**src/sv/per_channel_gain_mute_assert.svh**
```systemverilog
// ---------------------------------------------------------------------------
// per_channel_gain_mute assertion macros
// Concurrent check wrappers, compiled out when SYNTHESIS is defined.
// ---------------------------------------------------------------------------
`ifndef PER_CHANNEL_GAIN_MUTE_ASSERT_SVH
`define PER_CHANNEL_GAIN_MUTE_ASSERT_SVH

`ifndef SYNTHESIS

// same-cycle implication, disabled during reset
`define PCGM_ASSERT_NOW(label, clk, rst, ante, cons, msg) \
  label: assert property (@(posedge clk) disable iff (rst) (ante) |-> (cons)) \
    else $error(msg);

// next-cycle implication, disabled during reset
`define PCGM_ASSERT_NEXT(label, clk, rst, ante, cons, msg) \
  label: assert property (@(posedge clk) disable iff (rst) (ante) |=> (cons)) \
    else $error(msg);

`else

`define PCGM_ASSERT_NOW(label, clk, rst, ante, cons, msg)
`define PCGM_ASSERT_NEXT(label, clk, rst, ante, cons, msg)

`endif

`endif

```
**src/sv/pcgm_pkg.sv**
```systemverilog
// ---------------------------------------------------------------------------
// pcgm_pkg
// Shared types and constants for the per-channel gain and mute block.
// ---------------------------------------------------------------------------
`default_nettype none

package pcgm_pkg;

  // frame and gain format
  localparam int MAX_CHANNELS   = 8;
  localparam int GAIN_FRAC_BITS = 15;
  localparam int GAIN_W         = 16;
  localparam int SAMPLE_W       = 32;
  localparam int POS_W          = 3;
  localparam int COUNT_W        = 4;
  localparam int PROD_W         = SAMPLE_W + GAIN_W;

  localparam logic [GAIN_W-1:0]  GAIN_UNITY  = GAIN_W'(1 << GAIN_FRAC_BITS);
  localparam logic [COUNT_W-1:0] COUNT_MAX   = COUNT_W'(MAX_CHANNELS);
  localparam logic [3:0]         MAP_NO_ENTRY_BIT = 4'd8;

  // register reset values
  localparam logic [63:0] GAINS_RESET      = 64'h8000_8000_8000_8000;
  localparam logic [7:0]  MUTE_RESET       = 8'h00;
  localparam logic [3:0]  CHAN_COUNT_RESET = 4'd2;
  localparam logic [31:0] CHAN_MAP_RESET   = 32'h7654_3210;

  // configuration register indexes
  typedef enum logic [2:0] {
    REG_GAINS_LOW     = 3'd0,
    REG_GAINS_HIGH    = 3'd1,
    REG_MUTE_MASK     = 3'd2,
    REG_CHANNEL_COUNT = 3'd3,
    REG_SAMPLE_WIDTH  = 3'd4,
    REG_CHANNEL_MAP   = 3'd5
  } pcgm_reg_t;

  // sample width codes
  typedef enum logic [1:0] {
    WIDTH_16   = 2'd0,
    WIDTH_32   = 2'd1,
    WIDTH_RAW  = 2'd2,
    WIDTH_RAW3 = 2'd3
  } pcgm_width_t;

  // what the second stage does with an item
  typedef enum logic [1:0] {
    OP_PASS  = 2'd0,
    OP_ZERO  = 2'd1,
    OP_SCALE = 2'd2
  } pcgm_op_t;

  typedef struct packed {
    logic [63:0]  gains_low;
    logic [63:0]  gains_high;
    logic [7:0]   mute_mask;
    logic [3:0]   channel_count;
    pcgm_width_t  sample_width;
    logic [31:0]  channel_map;
  } pcgm_cfg_t;

  // decoded item between the two stages; value is the magnitude for scale
  typedef struct packed {
    pcgm_op_t              op;
    logic                  neg;
    logic                  narrow;
    logic [GAIN_W-1:0]     gain;
    logic [SAMPLE_W-1:0]   value;
  } pcgm_item_t;

endpackage

`default_nettype wire

```
**src/sv/pcgm_regs.sv**
```systemverilog
// ---------------------------------------------------------------------------
// pcgm_regs
// Configuration register file, written through an indexed write channel.
// ---------------------------------------------------------------------------
`default_nettype none

module pcgm_regs (
  input  wire logic                clk,
  input  wire logic                rst,
  input  wire logic                cfg_valid,
  output      logic                cfg_ready,
  input  wire logic [2:0]          cfg_index,
  input  wire logic [63:0]         cfg_data,
  output      pcgm_pkg::pcgm_cfg_t cfg
);
  import pcgm_pkg::*;

  // always able to take a write request
  assign cfg_ready = 1'b1;

  // register writes; unknown indexes are dropped
  always_ff @(posedge clk) begin
    if (rst) begin
      cfg.gains_low     <= GAINS_RESET;
      cfg.gains_high    <= GAINS_RESET;
      cfg.mute_mask     <= MUTE_RESET;
      cfg.channel_count <= CHAN_COUNT_RESET;
      cfg.sample_width  <= WIDTH_16;
      cfg.channel_map   <= CHAN_MAP_RESET;
    end else if (cfg_valid && cfg_ready) begin
      unique case (pcgm_reg_t'(cfg_index))
        REG_GAINS_LOW:     cfg.gains_low     <= cfg_data;
        REG_GAINS_HIGH:    cfg.gains_high    <= cfg_data;
        REG_MUTE_MASK:     cfg.mute_mask     <= cfg_data[7:0];
        REG_CHANNEL_COUNT: cfg.channel_count <= cfg_data[3:0];
        REG_SAMPLE_WIDTH:  cfg.sample_width  <= pcgm_width_t'(cfg_data[1:0]);
        REG_CHANNEL_MAP:   cfg.channel_map   <= cfg_data[31:0];
        default: ;
      endcase
    end
  end

endmodule

`default_nettype wire

```
**src/sv/pcgm_frame.sv**
```systemverilog
// ---------------------------------------------------------------------------
// pcgm_frame
// Frame position tracking, channel map and gain lookup, input register.
// ---------------------------------------------------------------------------
`default_nettype none
`include "per_channel_gain_mute_assert.svh"

module pcgm_frame (
  input  wire logic                 clk,
  input  wire logic                 rst,
  input  wire pcgm_pkg::pcgm_cfg_t  cfg,
  input  wire logic                 in_valid,
  output      logic                 in_ready,
  input  wire logic [31:0]          in_sample,
  input  wire logic                 in_start,
  input  wire logic                 take,
  output      logic                 item_valid,
  output      pcgm_pkg::pcgm_item_t item
);
  import pcgm_pkg::*;

  logic [POS_W-1:0]    frame_position;
  logic [POS_W-1:0]    frame_position_next;
  logic [POS_W-1:0]    pos;
  logic [COUNT_W-1:0]  count;
  logic [COUNT_W-1:0]  pos_inc;
  logic                accept;
  logic [3:0]          entry;
  logic [2*64-1:0]     gain_table;
  logic [GAIN_W-1:0]   gain_raw;
  logic [SAMPLE_W-1:0] sample_ext;
  logic                neg;
  pcgm_item_t          item_next;

  assign in_ready = !item_valid || take;
  assign accept   = in_valid && in_ready;

  // position of this sample and the one after it
  assign count   = (cfg.channel_count > COUNT_MAX) ? COUNT_MAX : cfg.channel_count;
  assign pos     = in_start ? '0 : frame_position;
  assign pos_inc = {1'b0, pos} + COUNT_W'(1);

  always_comb begin
    if (count == '0) begin
      frame_position_next = pos;
    end else if (pos_inc >= count) begin
      frame_position_next = '0;
    end else begin
      frame_position_next = pos_inc[POS_W-1:0];
    end
  end

  // map lookup and gain select
  assign entry      = cfg.channel_map[{pos, 2'b00} +: 4];
  assign gain_table = {cfg.gains_high, cfg.gains_low};
  assign gain_raw   = gain_table[{entry[2:0], 4'b0000} +: GAIN_W];

  // sample as seen in the current width and its sign
  assign sample_ext = (cfg.sample_width == WIDTH_16) ?
                      {{16{in_sample[15]}}, in_sample[15:0]} : in_sample;
  assign neg        = sample_ext[SAMPLE_W-1];

  // decide what stage two does
  always_comb begin
    item_next.neg    = neg;
    item_next.narrow = (cfg.sample_width == WIDTH_16);
    item_next.gain   = (gain_raw > GAIN_UNITY) ? GAIN_UNITY : gain_raw;
    item_next.op     = OP_PASS;
    item_next.value  = sample_ext;
    case (cfg.sample_width)
      WIDTH_RAW, WIDTH_RAW3: begin
        item_next.value = in_sample;
      end
      default: begin
        if (count != '0 && (entry & MAP_NO_ENTRY_BIT) == '0) begin
          if (cfg.mute_mask[entry[2:0]]) begin
            item_next.op = OP_ZERO;
          end else begin
            item_next.op    = OP_SCALE;
            item_next.value = neg ? (SAMPLE_W'(0) - sample_ext) : sample_ext;
          end
        end
      end
    endcase
  end

  // frame position and input register
  always_ff @(posedge clk) begin
    if (rst) begin
      frame_position <= '0;
      item_valid     <= 1'b0;
    end else begin
      if (accept) begin
        frame_position <= frame_position_next;
      end
      if (in_ready) begin
        item_valid <= in_valid;
      end
    end
  end

  always_ff @(posedge clk) begin
    if (accept) begin
      item <= item_next;
    end
  end

  `PCGM_ASSERT_NEXT(a_pos_in_frame, clk, rst, accept && count != '0,
    {1'b0, frame_position} < $past(count), "frame position left the frame")
  `PCGM_ASSERT_NOW(a_gain_capped, clk, rst, item_valid && item.op == OP_SCALE,
    item.gain <= GAIN_UNITY, "gain above unity reached the multiplier")
  `PCGM_ASSERT_NOW(a_narrow_mag, clk, rst,
    item_valid && item.op == OP_SCALE && item.narrow,
    item.value <= SAMPLE_W'(32768), "16-bit magnitude out of range")

endmodule

`default_nettype wire

```
**src/sv/pcgm_scale.sv**
```systemverilog
// ---------------------------------------------------------------------------
// pcgm_scale
// Gain multiply with truncation toward zero, and the output register.
// ---------------------------------------------------------------------------
`default_nettype none
`include "per_channel_gain_mute_assert.svh"

module pcgm_scale (
  input  wire logic                 clk,
  input  wire logic                 rst,
  input  wire logic                 item_valid,
  input  wire pcgm_pkg::pcgm_item_t item,
  output      logic                 take,
  output      logic                 out_valid,
  input  wire logic                 out_ready,
  output      logic [31:0]          out_sample
);
  import pcgm_pkg::*;

  logic [PROD_W-1:0]   prod;
  logic [SAMPLE_W-1:0] quot;
  logic [SAMPLE_W-1:0] scaled;
  logic [SAMPLE_W-1:0] result;

  // output register loads when empty or when its request is taken
  assign take = !out_valid || out_ready;

  // magnitude times gain, drop fraction bits, restore sign
  assign prod   = item.value * item.gain;
  assign quot   = prod[GAIN_FRAC_BITS +: SAMPLE_W];
  assign scaled = item.neg ? (SAMPLE_W'(0) - quot) : quot;

  always_comb begin
    case (item.op)
      OP_PASS:  result = item.value;
      OP_ZERO:  result = '0;
      OP_SCALE: result = item.narrow ? {{16{scaled[15]}}, scaled[15:0]} : scaled;
      default:  result = item.value;
    endcase
  end

  // output register
  always_ff @(posedge clk) begin
    if (rst) begin
      out_valid <= 1'b0;
    end else if (take) begin
      out_valid <= item_valid;
    end
  end

  always_ff @(posedge clk) begin
    if (take && item_valid) begin
      out_sample <= result;
    end
  end

  `PCGM_ASSERT_NEXT(a_item_lands, clk, rst, item_valid && take, out_valid,
    "taken item did not reach the output register")
  `PCGM_ASSERT_NOW(a_out_source, clk, rst, $rose(out_valid), $past(item_valid),
    "output request without an item behind it")

endmodule

`default_nettype wire

```
**src/sv/per_channel_gain_mute.sv**
```systemverilog
// ---------------------------------------------------------------------------
// per_channel_gain_mute
// Per-channel volume and mute for an interleaved audio sample stream.
// ---------------------------------------------------------------------------
// Takes one sample per clock unless the output stalls and returns one result
// per sample, in order. A sample passes the input register and then the output
// register; the one 32x16 multiply between them is combinational, so a new
// sample can be taken every clock the output is not stalled. The frame position
// advances as each sample is taken. The input register can take a new sample
// while a finished one waits on the master side, if it is empty. Configuration
// writes are always ready and should be made while no sample is in flight.
`default_nettype none

module per_channel_gain_mute (
  input  wire logic        clk,
  input  wire logic        rst,
  // configuration write channel
  input  wire logic        cfg_valid,
  output      logic        cfg_ready,
  input  wire logic [2:0]  cfg_index,
  input  wire logic [63:0] cfg_data,
  // sample input
  input  wire logic        s_axis_tvalid,
  output      logic        s_axis_tready,
  input  wire logic [31:0] s_axis_tdata,  // [31:0] sample_in
  input  wire logic        s_axis_tuser,  // [0] buffer_start
  // sample output
  output      logic        m_axis_tvalid,
  input  wire logic        m_axis_tready,
  output      logic [31:0] m_axis_tdata   // [31:0] sample_out
);
  import pcgm_pkg::*;

  pcgm_cfg_t  cfg;
  pcgm_item_t item;
  logic       item_valid;
  logic       take;

  pcgm_regs u_regs (
    .clk       (clk),
    .rst       (rst),
    .cfg_valid (cfg_valid),
    .cfg_ready (cfg_ready),
    .cfg_index (cfg_index),
    .cfg_data  (cfg_data),
    .cfg       (cfg)
  );

  pcgm_frame u_frame (
    .clk        (clk),
    .rst        (rst),
    .cfg        (cfg),
    .in_valid   (s_axis_tvalid),
    .in_ready   (s_axis_tready),
    .in_sample  (s_axis_tdata),
    .in_start   (s_axis_tuser),
    .take       (take),
    .item_valid (item_valid),
    .item       (item)
  );

  pcgm_scale u_scale (
    .clk        (clk),
    .rst        (rst),
    .item_valid (item_valid),
    .item       (item),
    .take       (take),
    .out_valid  (m_axis_tvalid),
    .out_ready  (m_axis_tready),
    .out_sample (m_axis_tdata)
  );

endmodule

`default_nettype wire

```
**config.mk**
```make
export PLATFORM = sky130hd
export DESIGN_NAME = per_channel_gain_mute
export DESIGN_NICKNAME = d
export VERILOG_FILES = /design/src/sv/pcgm_pkg.sv /design/src/sv/pcgm_regs.sv /design/src/sv/pcgm_frame.sv /design/src/sv/pcgm_scale.sv /design/src/sv/per_channel_gain_mute.sv
export VERILOG_INCLUDE_DIRS = /design/src /design/src/sv
export SDC_FILE = /design/constraint.sdc
export NUM_CORES = 2
export LEC_CHECK = 0
export BUFFER_PORTS_ARGS = -buffer_cell sky130_fd_sc_hd__buf_2
export CAP_MARGIN = 20
export CORE_MARGIN = 3
export CORE_UTILIZATION = 45
export CTS_CLUSTER_SIZE = 28
export DETAILED_ROUTE_END_ITERATION = 7
export PLACE_DENSITY = 0.69
export SLEW_MARGIN = 25
export SYNTH_ARGS = -nofsm -noshare
export SYNTH_HDL_FRONTEND = slang
export SYNTH_HIERARCHICAL = 1
export SYNTH_SLANG_ARGS = --single-unit
```
**constraint.sdc**
```tcl
create_clock -name clk -period 8.85 [get_ports clk]
set_clock_uncertainty 0.2 [all_clocks]
set_input_delay 1.3275 -clock clk [delete_from_list [all_inputs] [get_ports clk]]
set_output_delay 1.3275 -clock clk [all_outputs]
set_load 0.05 [all_outputs]
```
# Word level (Yosys, flattened, before mapping)
# Cells that the tools add are included.
[word_totals]
register_bits = 263
out_inout_bits = 35
[op_classes]
n_mux = 15
eq_ne = 9
reduce_logical = 20
addsub = 3
shifts = 2
n_bitwise = 1
order_cmp = 4
multipliers = 1
[ops]
columns = ["operator", "n"]
rows = [
  ["two-way mux 32 bit", 7],
  ["variable part select 128 x 8 -> 16 bit", 1],
  ["case mux 32 bit (2 select lines)", 1],
  ["subtractor 1 x 32 -> 32 bit (first input constant)", 2],
  ["multiplier 32 x 16 -> 47 bit", 1],
  ["variable part select 32 x 6 -> 4 bit", 1],
  ["> comparator 16 bit (second input constant)", 1],
  ["AND reduction 2 bit", 6],
  ["two-way mux 3 bit", 3],
  ["logical NOT 4 bit", 2],
  ["equality test 2 bit (second input constant)", 3],
  ["equality test 3 x 2 -> 1 bit (second input constant)", 2],
  ["equality test 3 bit (second input constant)", 2],
  ["adder 3 x 1 -> 4 bit (second input constant)", 1],
  [">= comparator 4 bit", 1],
  ["> comparator 4 bit (second input constant)", 1],
  ["less-than comparator 3 x 4 -> 1 bit (second input constant)", 1],
  ["two-way mux 4 bit", 1],
  ["nonzero test 4 bit", 1],
  ["binary-select mux 1 bit (select 3 bit)", 1],
  ["equality test 3 x 1 -> 1 bit (second input constant)", 1],
  ["logical AND 1 bit", 3],
  ["logical NOT 3 bit", 1],
  ["OR reduction 3 bit", 1],
  ["8 further kinds", 10],
]

# Logic depth before layout (Yosys ltp)
[logic_depth]
depth_word = 7
ltp_mapped = 28

# By module
# The synthesis kept the hierarchy.
[by_module_without_submodules]
columns = ["mod", "cells_each", "area_per_inst_um2", "n_inst"]
rows = [
  ["pcgm_scale", 2160, 18497.7, 1],
  ["pcgm_regs", 662, 7059.3, 1],
  ["pcgm_frame", 602, 4697.0, 1],
]

# Worst setup path before layout
# No wires, ideal clock.
[synth_timing]
path_kind = "register to register"
startpoint = "register, netlist name u_frame/item[7]"
endpoint = "register u_scale.out_sample[31] (data pin)"
path_stages_with_launch = 28
n_path_buf = 2
slack_ns = 1.400
arrival_time_ns = 6.984
setup_ns = 0.266
t_required_ns = 8.384
path_cell_list = "edfxtp_1 -> clkbuf_1 -> nand2_1 -> fa_1 -> inv_1 -> fa_1 -> inv_1 -> fa_1 -> inv_1 -> fa_1 -> fa_1 -> inv_1 -> fa_1 -> inv_1 -> ha_1 -> buf_2 -> nand4_1 -> a211oi_2 -> o2bb2ai_1 -> o31a_1 -> xnor2_1 -> o211ai_2 -> or4b_4 -> o41a_1 -> xnor2_2 -> o21ai_2 -> nand4b_1 -> nand4_1"
[synth_between]
elab_chain_cells = 5
[synth_lines]
columns = ["element", "line", "source"]
rows = [
  ["multiplier 32 x 16 -> 47 bit (*)", "pcgm_scale.sv:29", "assign prod = item.value * item.gain;"],
  ["subtractor 1 x 32 -> 32 bit", "pcgm_scale.sv:31", "assign scaled = item.neg ? (SAMPLE_W'(0) - quot) : quot;"],
  ["two-way mux 32 bit (*)", "pcgm_scale.sv:31", ""],
  ["two-way mux 32 bit (*)", "pcgm_scale.sv:37", "OP_SCALE: result = item.narrow ? {{16{scaled[15]}}, scaled[15:0]} : scaled;"],
  ["case mux 32 bit (2 select lines) (*)", "pcgm_scale.sv:34", "case (item.op)"],
  ["via u_scale.result[31]", "pcgm_scale.sv:23", "logic [SAMPLE_W-1:0] result;"],
  ["end signal, assigned", "pcgm_scale.sv:53", "out_sample <= result;"],
  ["end, declared", "pcgm_scale.sv:16", "output logic [31:0] out_sample"],
]
# The timed path passes the listed nets; every way through them passes the cells marked *.
# A chain may end at the register's enable or synchronous reset.

# Worst setup path in the final report
[layout_timing]
startpoint = "register, netlist name u_frame/item[41]"
endpoint = "register u_scale.out_sample[31] (data pin)"
[layout_between]
elab_chain_cells = 5
[layout_lines]
columns = ["element", "line"]
rows = [
  ["multiplier 32 x 16 -> 47 bit (*)", "pcgm_scale.sv:29"],
  ["subtractor 1 x 32 -> 32 bit", "pcgm_scale.sv:31"],
  ["two-way mux 32 bit (*)", "pcgm_scale.sv:31"],
  ["two-way mux 32 bit (*)", "pcgm_scale.sv:37"],
  ["case mux 32 bit (2 select lines) (*)", "pcgm_scale.sv:34"],
  ["via u_scale.result[31]", "pcgm_scale.sv:23"],
]
# Marks and branches as above.

==> summary.md <==
| Metric | Value |
|---|---|
| Commonest cells in the synthesized netlist | `593 x nand2_1, 459 x inv_1, 416 x fa_1` |
| Post-synth design cell area | `~0.030 mm^2` |
| Final antenna-violating net count | `0` |
| FF-to-FF Start | `u_frame/item[41]$_SDFFCE_PN0P_` |
| Vias in the first global route | `24100` |
| Port Buffers | `around 140` |
| Design area | `about 0.033 mm^2` |
| CTS sink cnt | `around 260` |
| Final min period | `~8.5 ns` |
| DRT Pass-1 Iters | `5` |
| R2r endpoint | `u_scale/out_sample[31]$_DFFE_PP_` |
| Most numerous cell in the Yosys netlist | `nand2_1` |
| Cts bufs inserted | `30` |
| Wirelength per Cell | `20.0 um` |
| Tot GR Track Use | `between 20% and 30%` |
| Endpoints failing setup | `0` |
| Slew Limit Headroom | `34.4%` |
| Syn Area/Cell | `about 8.8 um^2` |
| Clk Latency, worst-skew pair | `roughly 0.63 ns` |
| Setup TNS | `0 ns` |
| Setup crit start kind | `register` |
| Cell chain of the critical path | `buf_4, nand2_1, fa_1, inv_1, fa_1, fa_1, fa_1, fa_1, inv_1, fa_1, inv_1, ha_1, a21oi_1, o21a_1, nand2_1, o31a_1, xnor2_1, o211ai_2, or4b_4, o41a_1, xnor2_2, o21ai_4, nand4b_1, nand4_1` |
| Dpl cell area | `about 0.032 mm^2` |
| Number of enable flip-flop cells after synthesis | `between 80 and 90` |
| Outcome | `completed` |
| Synth top area cells | `fa_1 28%, dfxtp_1 12%, edfxtp_1 8.3%, nand2_1 7.4%, mux2i_1 5.9%` |
| Required @ worst endpoint | `between 8 and 9 ns` |
| Post-synthesis async set-or-reset flop share | `0%` |
| Worst Path Arrival | `about 8.6 ns` |
| Die width | `between 200 and 300 um` |
| Worst R2R Setup Slack | `0.34 ns` |
| Measured slew at the worst slew-check pin | `0.984 ns` |
| Gr ovfl total | `0` |
| Yosys cell types | `96` |
| CP top delay family | `adder cells` |
| Final Wtd Congestion | `roughly 0.94` |
| Most common flop cell mapped by yosys | `dfxtp_1` |
| Tightest Hold Check Type | `reg2reg` |
| H-tree Lvls | `1` |
| Hold Fails Final Rpt | `0` |
| Hold Buf Count CTS | `0` |
| Pin count of the biggest net entering global routing | `between 150 and 200` |
| Most used cell, CP | `fa_1` |
| R2R cell count | `24` |
| Starting Density | `~46%` |
| IO Pins | `between 100 and 150` |
| Drt total wl | `roughly 87000 um` |
| WHS | `between 0.2 and 0.3 ns` |
| DRC Markers | `0` |
| Vias | `23900` |
| Worst path slowest cell | `edfxtp_1` |
| Root Buffer Master | `clkbuf_16` |
| Area growth, synth to finish | `9.09%` |
| Sequential area share after synthesis | `roughly a fifth` |
| Fraction of layout cells with a size suffix above 1 | `9.25%` |
| Syn nets | `4066` |
| Fin crit share | `96.1%` |
| Longest Clk Path Bufs | `3` |
| Crit end category | `register` |
| MaxCap Viol Count | `0` |
| Count of final max-slew check failures | `0` |
| Starting DRT DRC Count | `2213` |
| Synth Instances | `between 3000 and 4000` |
| Worst path bufs/invs | `4` |
| Yosys Warn Count | `6` |
| Die area | `0.0704 mm^2` |
| Die Y | `approximately 270 um` |
| Max Fclk | `about 0.12 GHz` |
| NumNets Final | `4122` |
| Synthesized flop and latch total | `263` |
| Maximum fanout along the worst path | `18` |
| Critical path endpoint | `u_scale/out_sample[31]$_DFFE_PP_` |
| Critical path type | `reg2reg` |
| Top cell type by total area after synthesis | `fa_1` |
| Antenna violations before repair | `5` |
| Core area | `approximately 0.066 mm^2` |
| Setup repair after global routing missed its margin | `false` |
| First-pass GRT wire length | `roughly 140000 um` |
| Clock Pin Slew Worst Setup and Hold Paths | `around 0.060 ns` |
| Critical Path Start | `u_frame/item[41]$_SDFFCE_PN0P_` |
| Post-synth top area share | `between 20 and 30%` |
| Post-DP HPWL | `roughly 67000 um` |
| Rows | `between 90 and 100` |
| Stages on the worst setup path | `24` |
| Crit-path max cell delay | `0.75 ns` |
| CTS tree | `yes` |
| Vias per cell | `5.47` |
[cells in the final DEF, fill, tap and decap left out, types with 7 or more instances in the layout]
cell type,count
or3_1,7
nor2_1,120
a311oi_1,19
and3_1,24
and2_1,198
buf_2,137
o211ai_1,12
a21oi_1,67
o21ai_1,29
xor2_1,15
ha_1,121
a31oi_1,18
nor2b_1,11
nand3_1,59
inv_1,458
clkbuf_1,11
a211oi_1,10
clkbuf_16,34
nand2b_1,231
mux2i_1,178
buf_4,86
edfxtp_1,84
fa_1,416
nand2_1,593
o21ai_0,59
xnor2_1,54
a21o_1,28
dfxtp_1,179
nand4_1,28
o31ai_1,13
o21a_1,16
nor3_1,26
[through the flow]
step	cells	setup slack (ns)	util, %
2_1_floorplan	3424	1.40	-
3_3_place_gp	4281	0.174	47.8
3_5_place_dp	4281	0.0733	47.8
4_1_cts	4338	0.00349	49.4
5_1_grt	4368	0.0301	49.8
6_report	4369	0.344	49.8
[cell type report]
type | count | area (um^2)
fill | 6143 | 33200
multi-input combinational | 2497 | 21600
clock buffer | 49 | 947
antenna | 1 | 2.50
timing repair buffer | 228 | 1420
clock inverter | 7 | 73.8
sequential | 263 | 6110
inverter | 460 | 1730
tap | 864 | 1080
[flip-flops by register name, indices dropped and copies added, names as in the netlist]
name                    flops
u_scale/out_valid           1
u_scale/out_sample         32
u_frame/item_valid          1
u_regs/cfg                174
u_frame/frame_position      3
u_frame/item               52
[metal layers]
| metal | vias to the layer above | track usage (%) | part of all wire, % |
|---|---|---|---|
| met1 | 11800 | 33.8 | 42 |
| li1 | 11000 | - | - |
| met4 | 8 | 4.59 | 2.0 |
| met5 | - | 0 | 0.063 |
| met3 | 124 | 5.41 | 8.7 |
| met2 | 985 | 41.1 | 47 |
[what timing repair did]
action / in CTS / in global routing
setup endpoints to repair: 6 / 16
buffers inserted: 1 / 29
pin swaps: 0 / 0
resized for setup: 0 / 8
[worst min-delay path, cell delays in order, from the launching register on]
cell and delay, ns:
dfxtp_1 0.32, inv_1 0.05, a21oi_1 0.05
[cells by family after synthesis]
group,after synthesis,share of synthesized area [%]
AOI/OAI and AO/OA,349,8.07
xor gates and xnor gates,71,2.11
adders and majority gates,537,32.5
buffers and inverters,664,8.63
DFF,263,20.2
muxes,184,6.25
other,1,0.0124
and+or+nand+nor,1355,22.2
[worst min path at each step]
| stage | from | endpoint | slack, ns | depth (start not counted) |
|---|---|---|---|---|
| floorplan | u_frame/item_valid$_SDFFE_PP0N_ | u_scale/out_valid$_SDFFE_PP0N_ | 0.23 | 2 |
| global placement | u_frame/item_valid$_SDFFE_PP0N_ | u_scale/out_valid$_SDFFE_PP0N_ | 0.24 | 2 |
| detailed placement | u_frame/item_valid$_SDFFE_PP0N_ | u_scale/out_valid$_SDFFE_PP0N_ | 0.26 | 2 |
| CTS | u_frame/item_valid$_SDFFE_PP0N_ | u_scale/out_valid$_SDFFE_PP0N_ | 0.27 | 2 |
| global route | u_regs/cfg[51]$_SDFFE_PP0P_ | u_regs/cfg[51]$_SDFFE_PP0P_ | 0.29 | 2 |
| finish | u_frame/item_valid$_SDFFE_PP0N_ | u_scale/out_valid$_SDFFE_PP0N_ | 0.27 | 2 |
Power is not shown: default switching activity piles up to over one toggle a cycle in this logic, so the estimate is an artifact.
